File: src/rtl/bet_muldiv.sv
// Iterative floor(m * d / s) for d < s, one half-step per cycle.
// No dependencies.
module bet_muldiv (
    input  logic        i_clk,
    input  logic        i_rst_n,
    input  logic        i_start,
    input  logic [32:0] i_m,
    input  logic [63:0] i_d,
    input  logic [63:0] i_s,
    output logic        o_done,
    output logic [33:0] o_q
);

    logic        r_busy, n_busy;
    logic        r_ph, n_ph;
    logic        r_done, n_done;
    logic [5:0]  r_b, n_b;
    logic [63:0] r_r, n_r;
    logic [33:0] r_q, n_q;
    logic [33:0] r_m, n_m;
    logic [63:0] r_d, n_d;
    logic [63:0] r_s, n_s;
    logic [64:0] w_sum;

    always_comb begin
        n_busy = r_busy;
        n_ph   = r_ph;
        n_done = 1'b0;
        n_b    = r_b;
        n_r    = r_r;
        n_q    = r_q;
        n_m    = r_m;
        n_d    = r_d;
        n_s    = r_s;
        w_sum  = r_ph ? ({1'b0, r_r} + {1'b0, r_d}) : {r_r, 1'b0};
        if (i_start) begin
            n_busy = 1'b1;
            n_ph   = 1'b0;
            n_b    = 6'd33;
            n_r    = '0;
            n_q    = '0;
            n_m    = {1'b0, i_m};
            n_d    = i_d;
            n_s    = i_s;
        end else if (r_busy) begin
            if (!r_ph) begin
                if (w_sum >= {1'b0, r_s}) begin
                    n_r = 64'(w_sum - {1'b0, r_s});
                    n_q = {r_q[32:0], 1'b1};
                end else begin
                    n_r = w_sum[63:0];
                    n_q = {r_q[32:0], 1'b0};
                end
                n_ph = 1'b1;
            end else begin
                if (r_m[r_b]) begin
                    if (w_sum >= {1'b0, r_s}) begin
                        n_r = 64'(w_sum - {1'b0, r_s});
                        n_q = r_q + 34'd1;
                    end else begin
                        n_r = w_sum[63:0];
                    end
                end
                n_ph = 1'b0;
                if (r_b == 6'd0) begin
                    n_busy = 1'b0;
                    n_done = 1'b1;
                end else begin
                    n_b = r_b - 6'd1;
                end
            end
        end
    end

    always_ff @(posedge i_clk) begin
        if (!i_rst_n) begin
            r_busy <= 1'b0;
            r_done <= 1'b0;
        end else begin
            r_busy <= n_busy;
            r_done <= n_done;
        end
        r_ph <= n_ph;
        r_b  <= n_b;
        r_r  <= n_r;
        r_q  <= n_q;
        r_m  <= n_m;
        r_d  <= n_d;
        r_s  <= n_s;
    end

    assign o_done = r_done;
    assign o_q    = r_q;

endmodule

File: config.mk
export PLATFORM = sky130hd
export DESIGN_NAME = bet_muldiv
export DESIGN_NICKNAME = d
export VERILOG_FILES = /design/src/rtl/bet_muldiv.sv
export SDC_FILE = /design/constraint.sdc
export NUM_CORES = 1
export LEC_CHECK = 0
export BUFFER_PORTS_ARGS = -buffer_cell sky130_fd_sc_hd__buf_2
export CORE_UTILIZATION = 55
export CTS_CLUSTER_DIAMETER = 30
export DETAILED_ROUTE_END_ITERATION = 7
export PLACE_DENSITY_LB_ADDON = 0.12
export REMOVE_ABC_BUFFERS = 1
export SLEW_MARGIN = 20
export SYNTH_ARGS = -nofsm -noshare
export SYNTH_HDL_FRONTEND = slang
export SYNTH_SLANG_ARGS = --single-unit
File: constraint.sdc
create_clock -name i_clk -period 7.5 [get_ports i_clk]
set_input_delay 1.5 -clock i_clk [delete_from_list [all_inputs] [get_ports i_clk]]
set_output_delay 1.5 -clock i_clk [all_outputs]
set_load 0.02 [all_outputs]
==> impl_metrics.json <==
{
  "fin_nets": 2606,
  "dieWidth_um": 188,
  "p_total_uw": 7090,
  "via_count": 17300,
  "drtAntennaViolNets": 0,
  "most-common-layout-cells": "nand2_1 (241), a21oi_1 (198), buf_2 (197)",
  "cts_tree": "yes",
  "clock_sinks": 268,
  "synth_cell_type_count": 97,
  "yosysTopAreaCellShare_pct": 25.3,
  "dieArea_mm2": 0.0354,
  "mostFrequentLayoutCell": "nand2_1",
  "max_stage_delay_ps": 570,
  "clock.fmax_mhz": 138,
  "synthArstFlopShare_pct": 0,
  "cts-root-buf": "clkbuf_16",
  "fin_skew_ps": 24.2,
  "synth_cells": 2138,
  "hold_viol": 0,
  "final_core_util_pct": 67.6,
  "ioPinCount": 199,
  "r2r_cells": 23,
  "area_delta_synth_final_pct": 20.0,
  "grt_pass1_vias": 16500,
  "slew_headroom_pct": 36.7,
  "synthTopCellsByArea": "edfxtp_1 (25%), dfxtp_1 (11%), ha_1 (8.6%), a21oi_1 (5.2%), nand2_1 (4.7%)",
  "cp-end-kind": "flip-flop",
  "fillCellCount": 2760,
  "first_iter_violations": 1353,
  "synthFlopType": "edfxtp_1",
  "wl_per_cell_um": 19.5,
  "p_int_uw": 4790,
  "hold_buffers": 0,
  "finalWorstSetupSlack_ps": 236,
  "grt_usage_pct": 30.4,
  "fin_crit_ps": 7260,
  "place_ws_ps": 227,
  "grt_start_max_net_pins": 120,
  "crit_path_max_fanout": 23,
  "avgSynthCellArea_um2": 8.92,
  "crit_cells": 23,
  "p_switching_uw": 2290,
  "wl_mm": 54.8,
  "dr_wl_met2_mm": 25.1,
  "tightestPinTransition_ps": 944,
  "drv_cap": 0,
  "vdd_drop_max_uv": 246,
  "timing.hold.ws_ps": 490,
  "multi_input_area_mm2": 0.0111,
  "cts_buffer_depth": 3,
  "num_rows": 67,
  "antenna_found_initial": 1,
  "whs_path_depth": 2,
  "synth-edff-count": 161,
  "vias_per_cell": 6.13,
  "regArea_mm2": 0.00698,
  "htreeDepth": 3,
  "powerDensity_mw_per_mm2": 310,
  "start_kind": "flip-flop",
  "slew_viol_final": 0,
  "top_layer_used": "met4",
  "criticalPathCategory": "flip-flop to flip-flop",
  "dp_hpwl_mm": 40.2,
  "power_frac_seq_pct": 25.0,
  "cp_num_buf_inv": 2,
  "finalSetupViolCount": 0,
  "wl_met3_mm": 3.92,
  "cp_top_family": "compound AO/OA/AOI/OAI gates",
  "cp.arrival_ps": 7730,
  "p_comb_share_pct": 28.9,
  "seq_area_frac_synth_pct": 36.6,
  "dr.pass1.iters": 5,
  "cts_buffers": 71,
  "wl_met1_mm": 23.9,
  "core_area_mm2": 0.0339,
  "yosys_warnings": 0,
  "grt_first_pass_wirelength_mm": 86.2,
  "drive_above_1_share_pct": 18.5,
  "drc": 0,
  "p_leak_uw": 0.00975,
  "status": "finished, final reports clean",
  "gp_congestion": 0.994,
  "synth_seq_cells": 268,
  "grt_overflow_total": 0,
  "pwr-share-clk_pct": 46.0,
  "cts.clk_slew.worst_paths_ps": 50,
  "start_util_pct": 56.3,
  "path_cells": "ha_1 -> nand2_1 -> nor2_1 -> o211ai_1 -> a31oi_2 -> o2111ai_1 -> a311oi_1 -> buf_4 -> a21boi_0 -> xnor2_1 -> mux2_2 -> ha_1 -> nand4_1 -> nor3_1 -> nand4_1 -> o41ai_2 -> nor2b_1 -> o2111a_2 -> nor2_4 -> a21o_2 -> buf_4 -> mux2i_1 -> a211oi_1",
  "required_ps": 7970,
  "syn-cell-area_mm2": 0.0191,
  "hp-class": "flip-flop to flip-flop",
  "io_buffers": 198,
  "tns_ps": 0,
  "slowest_stage": "a31oi_2",
  "fp.dieH_um": 188,
  "finalCritPeriodShare_pct": 96.9,
  "yosysTopAreaCell": "edfxtp_1",
  "swShare_pct": 32.4,
  "clk_latency_ps": 590
}
cell families after synthesis:
group,Yosys count,synth area share [%]
and+or+nand+nor,656,16.1
DFF,268,36.6
adders and majority gates,133,8.80
AOI/OAI and AO/OA,657,23.1
buffers and inverters,232,5.11
xor gates and xnor gates,118,5.42
muxes,74,4.85
tightest hold or removal path, cell delays in order (launching register included):
cell      delay [ps]
dfxtp_1          320
nand2b_1          70
a21oi_1           50
registers in the layout (all words and copies together) (netlist names):
| name | cells |
|---|---|
| r_busy | 1 |
| r_d | 64 |
| r_m | 33 |
| o_q | 34 |
| r_r | 64 |
| o_done | 1 |
| r_s | 64 |
| r_ph | 1 |
| r_b | 6 |
per-stage QoR:
| stage | std cells | area (um^2) |
|---|---|---|
| floorplan | 2020 | 18500 |
| detailed placement | 2684 | 20300 |
| global route | 2817 | 22900 |
| finish | 2817 | 22900 |
| CTS | 2816 | 22900 |
| global placement | 2684 | 20300 |
cells in the mapped netlist, drive strengths merged, types with 40 or more instances:
| library cell | count |
|---|---|
| a21oi | 203 |
| dfxtp | 107 |
| nor2 | 159 |
| o21ai | 112 |
| xnor2 | 70 |
| xor2 | 48 |
| ha | 131 |
| a21o | 76 |
| buf | 43 |
| nand2 | 243 |
| nand3 | 43 |
| mux2 | 48 |
| inv | 113 |
| a311oi | 40 |
| edfxtp | 161 |
| nand4 | 43 |
| clkbuf | 75 |
final timing paths:
path,start,to,slack (ps)
worst min-delay path,r_r[0],r_r[0],490
worst min register to register,r_r[0],r_r[0],490
worst max-delay path,r_d[19],r_r[27],240
worst max register to register,r_d[19],r_r[27],240
routing by layer:
| layer | up-vias | global-route usage (%) |
|---|---|---|
| met5 | - | 0 |
| met4 | 0 | 11.8 |
| met3 | 118 | 6.13 |
| met2 | 686 | 48.5 |
| met1 | 8159 | 40.5 |
| li1 | 8303 | - |
layout make-up:
class | instances | area share (%)
Sequential cell | 268 | 30.5
Multi-Input combinational cell | 1638 | 48.7
Timing Repair Buffer | 216 | 5.18
Inverter | 114 | 1.87
Antenna cell | 1 | 0.0109
Clock buffer | 91 | 8.58
Clock inverter | 41 | 2.73
Tap cell | 448 | 2.45
timing repair:
action | 4_1_cts | 5_1_grt
setup endpoints to repair | 0 | 83
resized for setup | 0 | 2
buffers inserted | 0 | 0
power groups by stage:
stage / logic (uW) / clock network, uW / registers (uW)
global route: 2230 / 3370 / 1780
finish: 2050 / 3260 / 1770
CTS: 2020 / 3290 / 1770
detailed placement: 1990 / 0 / 1790
global placement: 1980 / 0 / 1790
floorplan: 1470 / 0 / 1770
Note: power is estimated with default switching activity, not from simulation.
